--- config.mk ---
export PLATFORM = sky130hd
export DESIGN_NAME = adc_pair_requantizer_offset_tracking_flat
export DESIGN_NICKNAME = d
export VERILOG_FILES = /design/src/hw/rtl/acpr_pkg.sv /design/src/hw/rtl/acpr_if.sv /design/src/hw/rtl/acpr_ctrl.sv /design/src/hw/rtl/acpr_dpath.sv /design/src/hw/rtl/adc_pair_requantizer_offset_tracking.sv /design/src/flat_wrapper.sv
export SDC_FILE = /design/constraint.sdc
export NUM_CORES = 1
export LEC_CHECK = 0
export ABC_AREA = 1
export BUFFER_PORTS_ARGS = -buffer_cell sky130_fd_sc_hd__buf_4
export CORE_ASPECT_RATIO = 1.75
export CORE_MARGIN = 3
export CORE_UTILIZATION = 55
export CTS_BUF_LIST = sky130_fd_sc_hd__clkbuf_4
export DETAILED_ROUTE_END_ITERATION = 16
export GPL_TIMING_DRIVEN = 0
export MAX_ROUTING_LAYER = met4
export PLACE_DENSITY = 0.76
export SYNTH_ARGS = -nofsm -noshare
export SYNTH_HDL_FRONTEND = slang
export SYNTH_SLANG_ARGS = --single-unit
--- constraint.sdc ---
create_clock -name i_clk -period 6.8 [get_ports i_clk]
set_clock_uncertainty 0.05 [all_clocks]
set_input_delay 0 -clock i_clk [delete_from_list [all_inputs] [get_ports i_clk]]
set_output_delay 0 -clock i_clk [all_outputs]
set_load 0.05 [all_outputs]
--- src/hw/rtl/acpr_pkg.sv ---
// Package for the ADC pair requantiser: widths, constants, shared types and the
// per-sample requantise function. No dependencies.
`timescale 1ns / 1ps

package acpr_pkg;

    localparam int RAW_W     = 16;
    localparam int ADC_W     = 12;
    localparam int SMP_W     = 8;
    localparam int OFS_W     = 16;
    localparam int CFG_W     = 11;
    localparam int MAX_PAIRS = 1024;
    localparam int PIDX_W    = $clog2(MAX_PAIRS + 1);
    localparam int CNT_W     = PIDX_W + 1;
    localparam int SUM_W     = CNT_W + SMP_W;
    localparam int DIV_STEPS = SUM_W;
    localparam int DCNT_W    = $clog2(DIV_STEPS);
    localparam int DIFF_W    = OFS_W + 2;
    localparam int ROUND     = 16;
    localparam int SHIFT     = 4;
    localparam int Q_MAX     = 127;
    localparam int Q_MIN     = -128;
    localparam int AVG_MAG_MAX = 128;

    localparam logic [CFG_W-1:0] CFG_RESET = CFG_W'(96);
    localparam logic [OFS_W-1:0] OFS_RESET = OFS_W'(2048);
    localparam logic signed [SMP_W-1:0] MIN_RESET = SMP_W'(Q_MAX);
    localparam logic signed [SMP_W-1:0] MAX_RESET = SMP_W'(Q_MIN);

    typedef struct packed {
        logic load;
        logic skip;
        logic calc;
        logic div_step;
        logic fin;
        logic out_b;
    } t_cmd;

    typedef struct packed {
        logic first;
        logic last;
        logic div_done;
    } t_sts;

    typedef struct packed {
        logic signed [SMP_W-1:0] sample_value;
        logic                    out_channel;
        logic                    frame_last;
        logic signed [SMP_W-1:0] frame_min;
        logic signed [SMP_W-1:0] frame_max;
        logic signed [SMP_W-1:0] frame_avg;
        logic signed [OFS_W-1:0] new_offset;
    } t_beat;

    // Invert and mask the raw word, remove the offset, add ROUND, shift right by SHIFT and clamp to a byte.
    function automatic logic signed [SMP_W-1:0] requant(
        input logic [RAW_W-1:0]        raw,
        input logic signed [OFS_W-1:0] ofs
    );
        logic [DIFF_W-1:0]                vx;
        logic signed [DIFF_W-1:0]         d;
        logic signed [DIFF_W-SHIFT-1:0]   q;
        logic signed [SMP_W-1:0]          res;
        vx = {{(DIFF_W-ADC_W){1'b0}}, ~raw[ADC_W-1:0]};
        d  = $signed(vx) - DIFF_W'(ofs) + DIFF_W'(ROUND);
        q  = $signed(d[DIFF_W-1:SHIFT]);
        if (q > Q_MAX) begin
            res = SMP_W'(Q_MAX);
        end else if (q < Q_MIN) begin
            res = SMP_W'(Q_MIN);
        end else begin
            res = q[SMP_W-1:0];
        end
        return res;
    endfunction

endpackage

--- src/hw/rtl/acpr_if.sv ---
// Channel interfaces for the ADC pair requantiser: raw pair input and sample output.
// Depends on acpr_pkg.
`timescale 1ns / 1ps

interface acpr_pair_if import acpr_pkg::*; ();
    logic             valid;
    logic             ready;
    logic             channel;
    logic [RAW_W-1:0] raw_first;
    logic [RAW_W-1:0] raw_second;

    modport source (output valid, channel, raw_first, raw_second, input ready);
    modport sink   (input valid, channel, raw_first, raw_second, output ready);
endinterface

interface acpr_smp_if import acpr_pkg::*; ();
    logic                    valid;
    logic                    ready;
    logic signed [SMP_W-1:0] sample_value;
    logic                    out_channel;
    logic                    frame_last;
    logic signed [SMP_W-1:0] frame_min;
    logic signed [SMP_W-1:0] frame_max;
    logic signed [SMP_W-1:0] frame_avg;
    logic signed [OFS_W-1:0] new_offset;

    modport source (output valid, sample_value, out_channel, frame_last, frame_min,
                    frame_max, frame_avg, new_offset, input ready);
    modport sink   (input valid, sample_value, out_channel, frame_last, frame_min,
                    frame_max, frame_avg, new_offset, output ready);
endinterface

--- src/hw/rtl/acpr_ctrl.sv ---
// Controller state machine of the ADC pair requantiser.
// Depends on acpr_pkg; drives the handshakes and the datapath commands.
`timescale 1ns / 1ps

module acpr_ctrl import acpr_pkg::*; (
    input  logic i_clk,
    input  logic i_rst_n,
    input  logic i_in_valid,
    input  logic i_out_ready,
    input  t_sts i_sts,
    output t_cmd o_cmd,
    output logic o_in_ready,
    output logic o_out_valid
);

    typedef enum logic [5:0] {
        S_IDLE  = 6'b000001,
        S_CALC  = 6'b000010,
        S_DIV   = 6'b000100,
        S_FIN   = 6'b001000,
        S_OUT_A = 6'b010000,
        S_OUT_B = 6'b100000
    } t_state;

    t_state r_state;
    t_state n_state;

    always_comb begin
        n_state     = r_state;
        o_cmd       = '0;
        o_in_ready  = 1'b0;
        o_out_valid = 1'b0;
        unique case (r_state)
            S_IDLE: begin
                o_in_ready = 1'b1;
                if (i_in_valid) begin
                    if (i_sts.first) begin
                        o_cmd.skip = 1'b1;
                    end else begin
                        o_cmd.load = 1'b1;
                        n_state    = S_CALC;
                    end
                end
            end
            S_CALC: begin
                o_cmd.calc = 1'b1;
                n_state    = i_sts.last ? S_DIV : S_OUT_A;
            end
            S_DIV: begin
                o_cmd.div_step = 1'b1;
                if (i_sts.div_done) begin
                    n_state = S_FIN;
                end
            end
            S_FIN: begin
                o_cmd.fin = 1'b1;
                n_state   = S_OUT_A;
            end
            S_OUT_A: begin
                o_out_valid = 1'b1;
                if (i_out_ready) begin
                    n_state = S_OUT_B;
                end
            end
            S_OUT_B: begin
                o_out_valid = 1'b1;
                o_cmd.out_b = 1'b1;
                if (i_out_ready) begin
                    n_state = S_IDLE;
                end
            end
            default: begin
                n_state = S_IDLE;
            end
        endcase
    end

    always_ff @(posedge i_clk) begin
        if (!i_rst_n) begin
            r_state <= S_IDLE;
        end else begin
            r_state <= n_state;
        end
    end

    a_no_overlap: assert property (@(posedge i_clk) disable iff (!i_rst_n)
        !(o_in_ready && o_out_valid))
        else $error("input accepted while an output beat is pending");

endmodule

--- src/hw/rtl/acpr_dpath.sv ---
// Datapath of the ADC pair requantiser: offsets, frame statistics, the
// bit-serial average divider and the output beat registers. Depends on acpr_pkg.
`timescale 1ns / 1ps

module acpr_dpath import acpr_pkg::*; (
    input  logic             i_clk,
    input  logic             i_rst_n,
    input  logic             i_cfg_we,
    input  logic [CFG_W-1:0] i_cfg_wdata,
    input  logic             i_channel,
    input  logic [RAW_W-1:0] i_raw_first,
    input  logic [RAW_W-1:0] i_raw_second,
    input  t_cmd             i_cmd,
    output t_sts             o_sts,
    output t_beat            o_beat
);

    logic [CFG_W-1:0]        r_cfg;
    logic [OFS_W-1:0]        r_ofs [2];
    logic signed [SMP_W-1:0] r_run_min;
    logic signed [SMP_W-1:0] r_run_max;
    logic signed [SUM_W-1:0] r_run_sum;
    logic [PIDX_W-1:0]       r_pair_idx;

    logic                    r_ch;
    logic [RAW_W-1:0]        r_raw0;
    logic [RAW_W-1:0]        r_raw1;
    logic signed [SMP_W-1:0] r_s0;
    logic signed [SMP_W-1:0] r_s1;
    logic                    r_last;

    logic [SUM_W-1:0]        r_quo;
    logic [CNT_W-1:0]        r_rem;
    logic [CNT_W-1:0]        r_dvs;
    logic                    r_neg;
    logic [DCNT_W-1:0]       r_dcnt;

    logic signed [SMP_W-1:0] r_frm_min;
    logic signed [SMP_W-1:0] r_frm_max;
    logic signed [SMP_W-1:0] r_frm_avg;
    logic signed [OFS_W-1:0] r_frm_ofs;

    logic [PIDX_W-1:0]       limit;
    logic signed [SMP_W-1:0] v0;
    logic signed [SMP_W-1:0] v1;
    logic signed [SMP_W-1:0] min_new;
    logic signed [SMP_W-1:0] max_new;
    logic signed [SUM_W-1:0] sum_new;
    logic [SUM_W-1:0]        sum_mag;
    logic [CNT_W:0]          rem_sh;
    logic [CNT_W:0]          rem_diff;
    logic                    qbit;
    logic [SUM_W-1:0]        avg_full;
    logic signed [SMP_W-1:0] avg;
    logic [OFS_W-1:0]        ofs_new;

    always_comb begin
        if (r_cfg == '0) begin
            limit = PIDX_W'(1);
        end else if (32'(r_cfg) > MAX_PAIRS) begin
            limit = PIDX_W'(MAX_PAIRS);
        end else begin
            limit = PIDX_W'(r_cfg);
        end
    end

    assign o_sts.first    = (r_pair_idx == '0);
    assign o_sts.last     = (r_pair_idx >= limit);
    assign o_sts.div_done = (r_dcnt == DCNT_W'(DIV_STEPS - 1));

    always_comb begin
        v0 = requant(r_raw0, $signed(r_ofs[r_ch]));
        v1 = requant(r_raw1, $signed(r_ofs[r_ch]));
        min_new = r_run_min;
        if (v0 < min_new) begin
            min_new = v0;
        end
        if (v1 < min_new) begin
            min_new = v1;
        end
        max_new = r_run_max;
        if (v0 > max_new) begin
            max_new = v0;
        end
        if (v1 > max_new) begin
            max_new = v1;
        end
        sum_new = r_run_sum + SUM_W'(v0) + SUM_W'(v1);
        sum_mag = sum_new[SUM_W-1] ? (~sum_new + 1'b1) : sum_new;
    end

    assign rem_sh   = {r_rem, r_quo[SUM_W-1]};
    assign rem_diff = rem_sh - {1'b0, r_dvs};
    assign qbit     = ~rem_diff[CNT_W];

    assign avg_full = r_neg ? (~r_quo + 1'b1) : r_quo;
    assign avg      = $signed(avg_full[SMP_W-1:0]);
    assign ofs_new  = r_ofs[r_ch]
                    + {{(OFS_W-SMP_W-SHIFT){avg[SMP_W-1]}}, avg, {SHIFT{1'b0}}};

    always_ff @(posedge i_clk) begin
        if (!i_rst_n) begin
            r_cfg      <= CFG_RESET;
            r_ofs[0]   <= OFS_RESET;
            r_ofs[1]   <= OFS_RESET;
            r_run_min  <= MIN_RESET;
            r_run_max  <= MAX_RESET;
            r_run_sum  <= '0;
            r_pair_idx <= '0;
        end else begin
            if (i_cfg_we) begin
                r_cfg <= i_cfg_wdata;
            end
            if (i_cmd.skip) begin
                r_pair_idx <= PIDX_W'(1);
            end
            if (i_cmd.calc) begin
                r_run_min <= min_new;
                r_run_max <= max_new;
                r_run_sum <= sum_new;
                if (!o_sts.last) begin
                    r_pair_idx <= r_pair_idx + 1'b1;
                end
            end
            if (i_cmd.fin) begin
                r_ofs[r_ch] <= ofs_new;
                r_run_min   <= MIN_RESET;
                r_run_max   <= MAX_RESET;
                r_run_sum   <= '0;
                r_pair_idx  <= '0;
            end
        end
    end

    always_ff @(posedge i_clk) begin
        if (i_cmd.load) begin
            r_ch   <= i_channel;
            r_raw0 <= i_raw_first;
            r_raw1 <= i_raw_second;
        end
        if (i_cmd.calc) begin
            r_s0   <= v0;
            r_s1   <= v1;
            r_last <= o_sts.last;
            r_quo  <= sum_mag;
            r_neg  <= sum_new[SUM_W-1];
            r_rem  <= '0;
            r_dvs  <= {r_pair_idx, 1'b0};
            r_dcnt <= '0;
        end
        if (i_cmd.div_step) begin
            r_quo  <= {r_quo[SUM_W-2:0], qbit};
            r_rem  <= qbit ? rem_diff[CNT_W-1:0] : rem_sh[CNT_W-1:0];
            r_dcnt <= r_dcnt + 1'b1;
        end
        if (i_cmd.fin) begin
            r_frm_min <= r_run_min;
            r_frm_max <= r_run_max;
            r_frm_avg <= avg;
            r_frm_ofs <= $signed(ofs_new);
        end
    end

    always_comb begin
        o_beat             = '0;
        o_beat.out_channel = r_ch;
        if (i_cmd.out_b) begin
            o_beat.sample_value = r_s0;
            if (r_last) begin
                o_beat.frame_last = 1'b1;
                o_beat.frame_min  = r_frm_min;
                o_beat.frame_max  = r_frm_max;
                o_beat.frame_avg  = r_frm_avg;
                o_beat.new_offset = r_frm_ofs;
            end
        end else begin
            o_beat.sample_value = r_s1;
        end
    end

    a_fin_clears: assert property (@(posedge i_clk) disable iff (!i_rst_n)
        i_cmd.fin |=> (r_pair_idx == '0) && (r_run_sum == '0))
        else $error("frame end did not clear the statistics");

    a_avg_bound: assert property (@(posedge i_clk) disable iff (!i_rst_n)
        i_cmd.fin |-> (r_quo <= SUM_W'(AVG_MAG_MAX)))
        else $error("average magnitude exceeds a byte");

    a_min_le_max: assert property (@(posedge i_clk) disable iff (!i_rst_n)
        (r_pair_idx >= PIDX_W'(2)) |-> (r_run_min <= r_run_max))
        else $error("running minimum above running maximum");

endmodule

--- src/hw/rtl/adc_pair_requantizer_offset_tracking.sv ---
// Top level of the ADC pair requantiser with per-channel offset tracking.
// Depends on acpr_pkg, acpr_if, acpr_ctrl and acpr_dpath.
// The block takes one raw pair per input beat and gives two sample beats per kept
// pair, second sample first; the first pair of each frame is dropped. A kept pair
// goes through accept, requantise and update statistics, then one state per output
// beat, each held until the sink is ready. The last pair of a frame adds the
// one-bit-per-cycle average divider and a step that applies the offset correction.
// The frame length register may be written only while idle.
`timescale 1ns / 1ps

module adc_pair_requantizer_offset_tracking import acpr_pkg::*; (
    input  logic             i_clk,
    input  logic             i_rst_n,
    input  logic             i_cfg_we,
    input  logic [CFG_W-1:0] i_cfg_wdata,
    acpr_pair_if.sink        i_pair,
    acpr_smp_if.source       o_smp
);

    t_cmd  cmd;
    t_sts  sts;
    t_beat beat;
    logic  in_ready;
    logic  out_valid;

    acpr_ctrl u_ctrl (
        .i_clk       (i_clk),
        .i_rst_n     (i_rst_n),
        .i_in_valid  (i_pair.valid),
        .i_out_ready (o_smp.ready),
        .i_sts       (sts),
        .o_cmd       (cmd),
        .o_in_ready  (in_ready),
        .o_out_valid (out_valid)
    );

    acpr_dpath u_dpath (
        .i_clk        (i_clk),
        .i_rst_n      (i_rst_n),
        .i_cfg_we     (i_cfg_we),
        .i_cfg_wdata  (i_cfg_wdata),
        .i_channel    (i_pair.channel),
        .i_raw_first  (i_pair.raw_first),
        .i_raw_second (i_pair.raw_second),
        .i_cmd        (cmd),
        .o_sts        (sts),
        .o_beat       (beat)
    );

    assign i_pair.ready       = in_ready;
    assign o_smp.valid        = out_valid;
    assign o_smp.sample_value = beat.sample_value;
    assign o_smp.out_channel  = beat.out_channel;
    assign o_smp.frame_last   = beat.frame_last;
    assign o_smp.frame_min    = beat.frame_min;
    assign o_smp.frame_max    = beat.frame_max;
    assign o_smp.frame_avg    = beat.frame_avg;
    assign o_smp.new_offset   = beat.new_offset;

endmodule
--- src/flat_wrapper.sv ---
// flat-port wrapper written by rule: the top's interface ports become plain ports
module adc_pair_requantizer_offset_tracking_flat import acpr_pkg::*;
  (i_clk, i_rst_n, i_cfg_we, i_cfg_wdata, i_pair_valid, i_pair_channel, i_pair_raw_first, i_pair_raw_second, i_pair_ready, o_smp_valid, o_smp_sample_value, o_smp_out_channel, o_smp_frame_last, o_smp_frame_min, o_smp_frame_max, o_smp_frame_avg, o_smp_new_offset, o_smp_ready);
  acpr_pair_if i_pair_i ();
  acpr_smp_if o_smp_i ();
  input  logic i_clk;
  input  logic i_rst_n;
  input  logic i_cfg_we;
  input  logic [CFG_W-1:0] i_cfg_wdata;
  input wire logic [$bits(i_pair_i.valid)-1:0] i_pair_valid;
  input wire logic [$bits(i_pair_i.channel)-1:0] i_pair_channel;
  input wire logic [$bits(i_pair_i.raw_first)-1:0] i_pair_raw_first;
  input wire logic [$bits(i_pair_i.raw_second)-1:0] i_pair_raw_second;
  output wire logic [$bits(i_pair_i.ready)-1:0] i_pair_ready;
  output wire logic [$bits(o_smp_i.valid)-1:0] o_smp_valid;
  output wire logic [$bits(o_smp_i.sample_value)-1:0] o_smp_sample_value;
  output wire logic [$bits(o_smp_i.out_channel)-1:0] o_smp_out_channel;
  output wire logic [$bits(o_smp_i.frame_last)-1:0] o_smp_frame_last;
  output wire logic [$bits(o_smp_i.frame_min)-1:0] o_smp_frame_min;
  output wire logic [$bits(o_smp_i.frame_max)-1:0] o_smp_frame_max;
  output wire logic [$bits(o_smp_i.frame_avg)-1:0] o_smp_frame_avg;
  output wire logic [$bits(o_smp_i.new_offset)-1:0] o_smp_new_offset;
  input wire logic [$bits(o_smp_i.ready)-1:0] o_smp_ready;
  assign i_pair_i.valid = i_pair_valid;
  assign i_pair_i.channel = i_pair_channel;
  assign i_pair_i.raw_first = i_pair_raw_first;
  assign i_pair_i.raw_second = i_pair_raw_second;
  assign i_pair_ready = i_pair_i.ready;
  assign o_smp_valid = o_smp_i.valid;
  assign o_smp_sample_value = o_smp_i.sample_value;
  assign o_smp_out_channel = o_smp_i.out_channel;
  assign o_smp_frame_last = o_smp_i.frame_last;
  assign o_smp_frame_min = o_smp_i.frame_min;
  assign o_smp_frame_max = o_smp_i.frame_max;
  assign o_smp_frame_avg = o_smp_i.frame_avg;
  assign o_smp_new_offset = o_smp_i.new_offset;
  assign o_smp_i.ready = o_smp_ready;
  adc_pair_requantizer_offset_tracking u_core (.i_clk(i_clk), .i_rst_n(i_rst_n), .i_cfg_we(i_cfg_we), .i_cfg_wdata(i_cfg_wdata), .i_pair(i_pair_i), .o_smp(o_smp_i));
endmodule
# --- Yosys cells after proc, flatten, opt, wreduce, memory -nomap -nowiden ---
# Memory sizes are Yosys's and may differ from the RTL's. A register that Yosys moved wholly into a read port is not among the register bits.
# Cells that the tools add are included.
classes:
  bitwise_logic: 6
  shifts: 0
  multipliers: 0
  eq_ne: 12
  order_cmp: 10
  div_mod_pow: 0
  n_mux: 50
  n_reduce_logical: 7
  addsub: 12
ops:
  columns: ["operator", "n"]
  rows:
  - ["2-to-1 mux 41 bit", 2]
  - ["2-to-1 mux 8 bit", 10]
  - ["2-to-1 mux 20 bit", 3]
  - ["2-to-1 mux 11 bit", 5]
  - ["adder 20 x 8 -> 20 bit", 2]
  - ["adder 17 x 6 -> 18 bit (second input constant)", 2]
  - ["2-to-1 mux 12 bit", 3]
  - ["one-hot mux 6 bit (6 select lines)", 1]
  - ["subtractor 13 x 16 -> 17 bit", 2]
  - ["2-to-1 mux 6 bit", 5]
  - ["> comparator 14 x 8 -> 1 bit (second input constant)", 2]
  - ["< comparator 14 x 8 -> 1 bit (second input constant)", 2]
  - ["NOT 12 bit", 2]
  - ["logical NOT 11 bit", 2]
  - ["adder 20 x 1 -> 20 bit (second input constant)", 1]
  - ["NOT 20 bit", 1]
  - ["adder 16 bit", 1]
  - ["> comparator 8 bit", 2]
  - ["< comparator 8 bit", 2]
  - ["2-to-1 mux 16 bit", 1]
  - ["OR reduction 16 bit", 1]
  - ["2-to-1 mux 1 bit", 15]
  - ["2-to-1 mux 5 bit", 3]
  - ["subtractor 13 x 12 -> 13 bit", 1]
  - ["20 further kinds", 26]
totals:
  mem_bits_rw: 32
  mem_count: 1
  output_inout_bits: 52
  elab_cells: 119
  mem_bits_ro: 0
  register_bits: 195
  latch_bits: 0
  input_bits: 49
memory_table:
  columns: ["memory", "depth", "width", "read_ports", "rd_clocked_by_memory_dff", "wr", "line", "rtl"]
  rows:
  - ["u_core.u_dpath.r_ofs", 2, 16, 1, 1, 2, "acpr_dpath.sv:19", "logic [OFS_W-1:0] r_ofs [2];"]

# --- Longest topological paths before layout ---
logic_depth:
  depth_word: 13
  depth_mapped: 46
  depth_no_buf: 45

# --- Modules after synthesis ---
# A second synthesis with hierarchy kept.
unflattened:
  hier_cells: 1769
  area_unflattened_um2: 15003.1
by_module_without_submodules:
  columns: ["mod", "cells_per_inst", "seq_area_each_um2", "area_each_um2", "n_inst"]
  rows:
  - ["acpr_dpath", 1700, 6075.8, 14601.5, 1]
  - ["acpr_ctrl", 69, 120.1, 401.6, 1]

# --- Least setup slack after synthesis ---
# No wires, ideal clock.
synth_path:
  path_type: "register to register"
  start: "register with a tool-made name"
  end: "register u_core.u_dpath.r_quo[7] (data pin)"
  path_buffers: 2
  stages_incl_launch_ff: 44
  setup_time_ps: 265
  required_time_ps: 6485
  arrival_time_ps: 6819
  period_less_slack_ps: 7134
  slack_ps: -334
  path_cell_list: "dfxtp_1 -> inv_2 -> clkbuf_1 -> or2_2 -> o21ai_0 -> ha_1 -> ha_1 -> nand2_1 -> nor3_1 -> a21oi_1 -> nand2_2 -> nand3_2 -> a21oi_4 -> nand2_1 -> nand2_1 -> inv_1 -> nand2_2 -> nand3b_1 -> [8 not listed] -> nand2_1 -> a21oi_1 -> o21ai_1 -> a21oi_1 -> o21bai_1 -> a21oi_1 -> o21bai_1 -> a31oi_1 -> o21ai_1 -> a21o_1 -> a21oi_1 -> nand2_1 -> nand2_1 -> clkbuf_1 -> nor2_1 -> xor2_1 -> nand2_1 -> o21ai_0"
synth_lines:
  columns: ["item", "line", "rtl"]
  rows:
  - ["end signal: assignment", "acpr_dpath.sv:145", "r_quo <= sum_mag;"]
  - ["end signal: assignment", "acpr_dpath.sv:152", "r_quo <= {r_quo[SUM_W-2:0], qbit};"]
  - ["end: declaration", "acpr_dpath.sv:32", "logic [SUM_W-1:0] r_quo;"]

==> metrics.md <==
| Metric | Value |
|---|---|
| Largest family of logic cells by synthesized area | `simple AND/OR/NAND/NOR gates` |
| Die Area | `29030 um^2` |
| Final core utilization | `74.34%` |
| Tmin final | `6.929 ns` |
| WL per Instance | `19.10 um` |
| Setup WS post-layout | `-0.1291 ns` |
| Final setup vio count | `17` |
| Core ar. | `26250 um^2` |
| Clock Path Buffers | `3` |
| Final wirelength | `46370 um` |
| Final ANT Viol Nets | `0` |
| Commonest cells post-synth | `316 x nand2_1, 280 x inv_1, 166 x nor2_1, 163 x edfxtp_1, 130 x ha_1` |
| Hold Crit Class | `input pin to register` |
| Num CTS Buffers | `54` |
| Post-synth EDFFs | `163` |
| Mux share of post-synthesis cell area | `0%` |
| Sequential-to-total area share from yosys stat | `41.81%` |
| Status | `finished with violations` |
| Violated checks | `negative setup slack` |
| Worst-Skew Late Latency | `0.76 ns` |
| R2r setup slk | `-0.13 ns` |
| Adder-cell share of the synthesized area | `13.81%` |
| CTS tree | `yes` |
| Cell taking the most area after synthesis | `edfxtp_1` |
| Row count | `78` |
| Total global routing overflow | `0` |
| CP max-delay cell | `o21ai_0` |
| # DRC | `0` |
| Vias in the first global route | `13280` |
| Crit path buf inv count | `5` |
| # IOs | `101` |
| Placer congestion estimate | `0.9365` |
| Crit-path max FO | `10` |
| Critical path type | `register to register` |
| Final #Nets | `2262` |
| CTS Root Cell | `clkbuf_4` |
| Initial drt markers | `1104` |
| Period utilisation layout | `101.9%` |
| Num Clock Sinks | `228` |
| Actual slew at the worst max-slew pin | `1.268 ns` |
| Pins Over Slew Limit | `0` |
| Synth-to-layout area growth | `31.69%` |
| Relative slew slack | `14.72%` |
| Largest net degree at the start of global routing | `39` |
| First-pass GRT wire length | `66990 um` |
| CP max stage delay | `0.74 ns` |
| Main synth FF type | `edfxtp_1` |
| Startpoint types | `register` |
| Vias | `13750` |
| Largest delay share family, worst path | `compound AO/OA/AOI/OAI gates` |
| GRT Total Usage | `30.38%` |
| Synth cell types | `60` |
| Drt first pass iters | `7` |
| Clock slew at reported path FFs | `0.07 ns` |
| #FFs+latches synth | `228` |
| Post-Synth Simple-Gate Area | `18.79%` |
| Hold slack | `0.1377 ns` |
| Synth Area in Compound Gates | `12.54%` |
| Max-cap viol count | `0` |
| Synthesized cell area | `14820 um^2` |
| Worst Path Required | `7.22 ns` |
| Syn nets | `1924` |
| Area contributors post-synth | `edfxtp_1 33%, ha_1 11%, dfxtp_1 8.8%, nand2_1 8.0%, inv_1 7.1%` |
| Initial Util | `56.45%` |
| Asr flop ratio synth | `0%` |
| DR vias/cell | `5.661` |
| Fraction of layout cells with a size suffix above 1 | `24.25%` |
| CP endpoint kind | `register` |
| RSZ-0062 raised after global routing | `true` |
| Mapped Cells | `1724` |
| Fmax | `144.3 MHz` |
| Post-DP HPWL | `29400 um` |
| Top cell type's share of synthesized area | `33.03%` |
| CTS H-tree depth | `2` |
| Die width | `130.1 um` |
| Die height | `223.1 um` |
| Synth warn | `0` |
| Synth Area in XOR/XNOR | `4.483%` |
| Mean Syn Cell Area | `8.596 um^2` |
| Top-count cell post-synth | `nand2_1` |
| Final Hold Viols | `0` |
| Critical Path AT | `7.35 ns` |
| Buffers added on ports | `91` |
| Initial antenna violation count | `1` |
placed cells by master (no fill, tap or decap), types with 15 or more instances in the layout:
cell,Yosys,layout
clkbuf_1,34,31
buf_4,1,171
xnor2_1,20,18
o211ai_1,23,23
nor2_1,166,152
fa_1,21,20
nand2_2,27,39
clkinv_1,1,19
o21ai_0,85,66
ha_1,130,95
nand3_1,45,44
o21bai_1,17,15
a21oi_1,122,103
a21oi_2,1,16
xor2_1,54,51
dlygate4sd3_1,0,98
clkbuf_4,0,78
ha_4,0,35
edfxtp_1,163,163
inv_1,280,267
nand2_1,316,292
dfxtp_1,65,64
logic make-up (layout without fill, tap and decap cells):
logic type	count (synthesis)	after routing
simple gates	640	640
buf+inv	328	711
compound gates	302	302
flops	228	228
fa+ha+maj	151	151
xor+xnor	75	75
other cells	0	1
layer usage:
metal  vias to the layer above  GRT usage [%]  part of all wire [%]
li1                       6409              -                     -
met1                      6445          31.14                    35
met2                       689          53.62                    52
met3                       202          4.025                   5.9
met4                         0          18.62                   7.5
met5                         -              -                     0
path summary, 6_finish.rpt:
kind,startpoint,to,cells after the start
worst max-delay path,register,u_core.u_dpath.r_quo[7]$_DFFE_PP_,34
worst min-delay path,i_pair_valid,u_core.u_ctrl.r_state[1]$_SDFFE_PN0P_,4
worst max register to register,register,u_core.u_dpath.r_quo[7]$_DFFE_PP_,34
worst min register to register,u_core.u_dpath.r_run_max[5]$_SDFFE_PP0N_,u_core.u_dpath.r_frm_max[5]$_DFFE_PP_,0
repair_timing:
item / in CTS / in global routing
endpoints found under the setup margin: 50 / 38
buffers inserted: 42 / 44
gates cloned: 1 / 2
hold buffers: 98 / 0
endpoints found under the hold margin: 74 / 0
resized for setup: 107 / 113
pin swaps: 29 / 63
through the flow:
stage / setup slack, ns / std cells / cell area, um^2 / TNS, ns
3_5_place_dp: -1.727 / 2141 / 16020 / -51.75
4_1_cts: -0.01517 / 2383 / 18630 / -0.01517
2_1_floorplan: 0.005528 / 1724 / 14860 / 0
3_3_place_gp: -3.306 / 2135 / 15950 / -372.32
6_report: -0.1291 / 2428 / 19520 / -1.387
5_1_grt: -0.4042 / 2428 / 19520 / -8.596
layout make-up:
cell class                 count  area [um^2]
multi-input combinational   1168         8408
fill                        1739         6738
sequential                   228         6200
timing repair buffer         281         2465
inverter                     288         1110
clock buffer                  78        585.6
tap                          320        400.4
buffer                        40        215.2
clock inverter                23        123.9
timing repair inverter         1        5.005
antenna                        1        2.502
sequential cells by signal (all words and copies together), names as in the netlist, named ones only:
register,cells
u_core.u_dpath.r_last,1
u_core.u_dpath.r_quo,20
u_core.u_dpath.r_ofs,32
u_core.u_dpath.r_run_sum,20
u_core.u_dpath.r_neg,1
u_core.u_dpath.r_frm_max,8
u_core.u_dpath.r_dcnt,5
u_core.u_dpath.r_frm_min,8
u_core.u_dpath.r_frm_avg,8
u_core.u_dpath.r_s0,8
u_core.u_dpath.r_frm_ofs,16
u_core.u_dpath.r_pair_idx,11
u_core.u_dpath.r_cfg,11
u_core.u_dpath.r_raw1,12
u_core.u_dpath.r_raw0,12
u_core.u_ctrl.r_state,6
u_core.u_dpath.r_ch,1
u_core.u_dpath.r_s1,8
u_core.u_dpath.r_run_min,8
u_core.u_dpath.r_dvs,11
u_core.u_dpath.r_run_max,8
u_core.u_dpath.r_rem,12
tightest hold or removal path: cells and delay by family:
family                 cells  cell delay [ns]
buffers and inverters      2             0.68
AND/OR/NAND/NOR            2             0.19
Power is left out: the tool's default activity adds up to more than one toggle a clock period on the data nets, which glitch-free logic cannot reach.
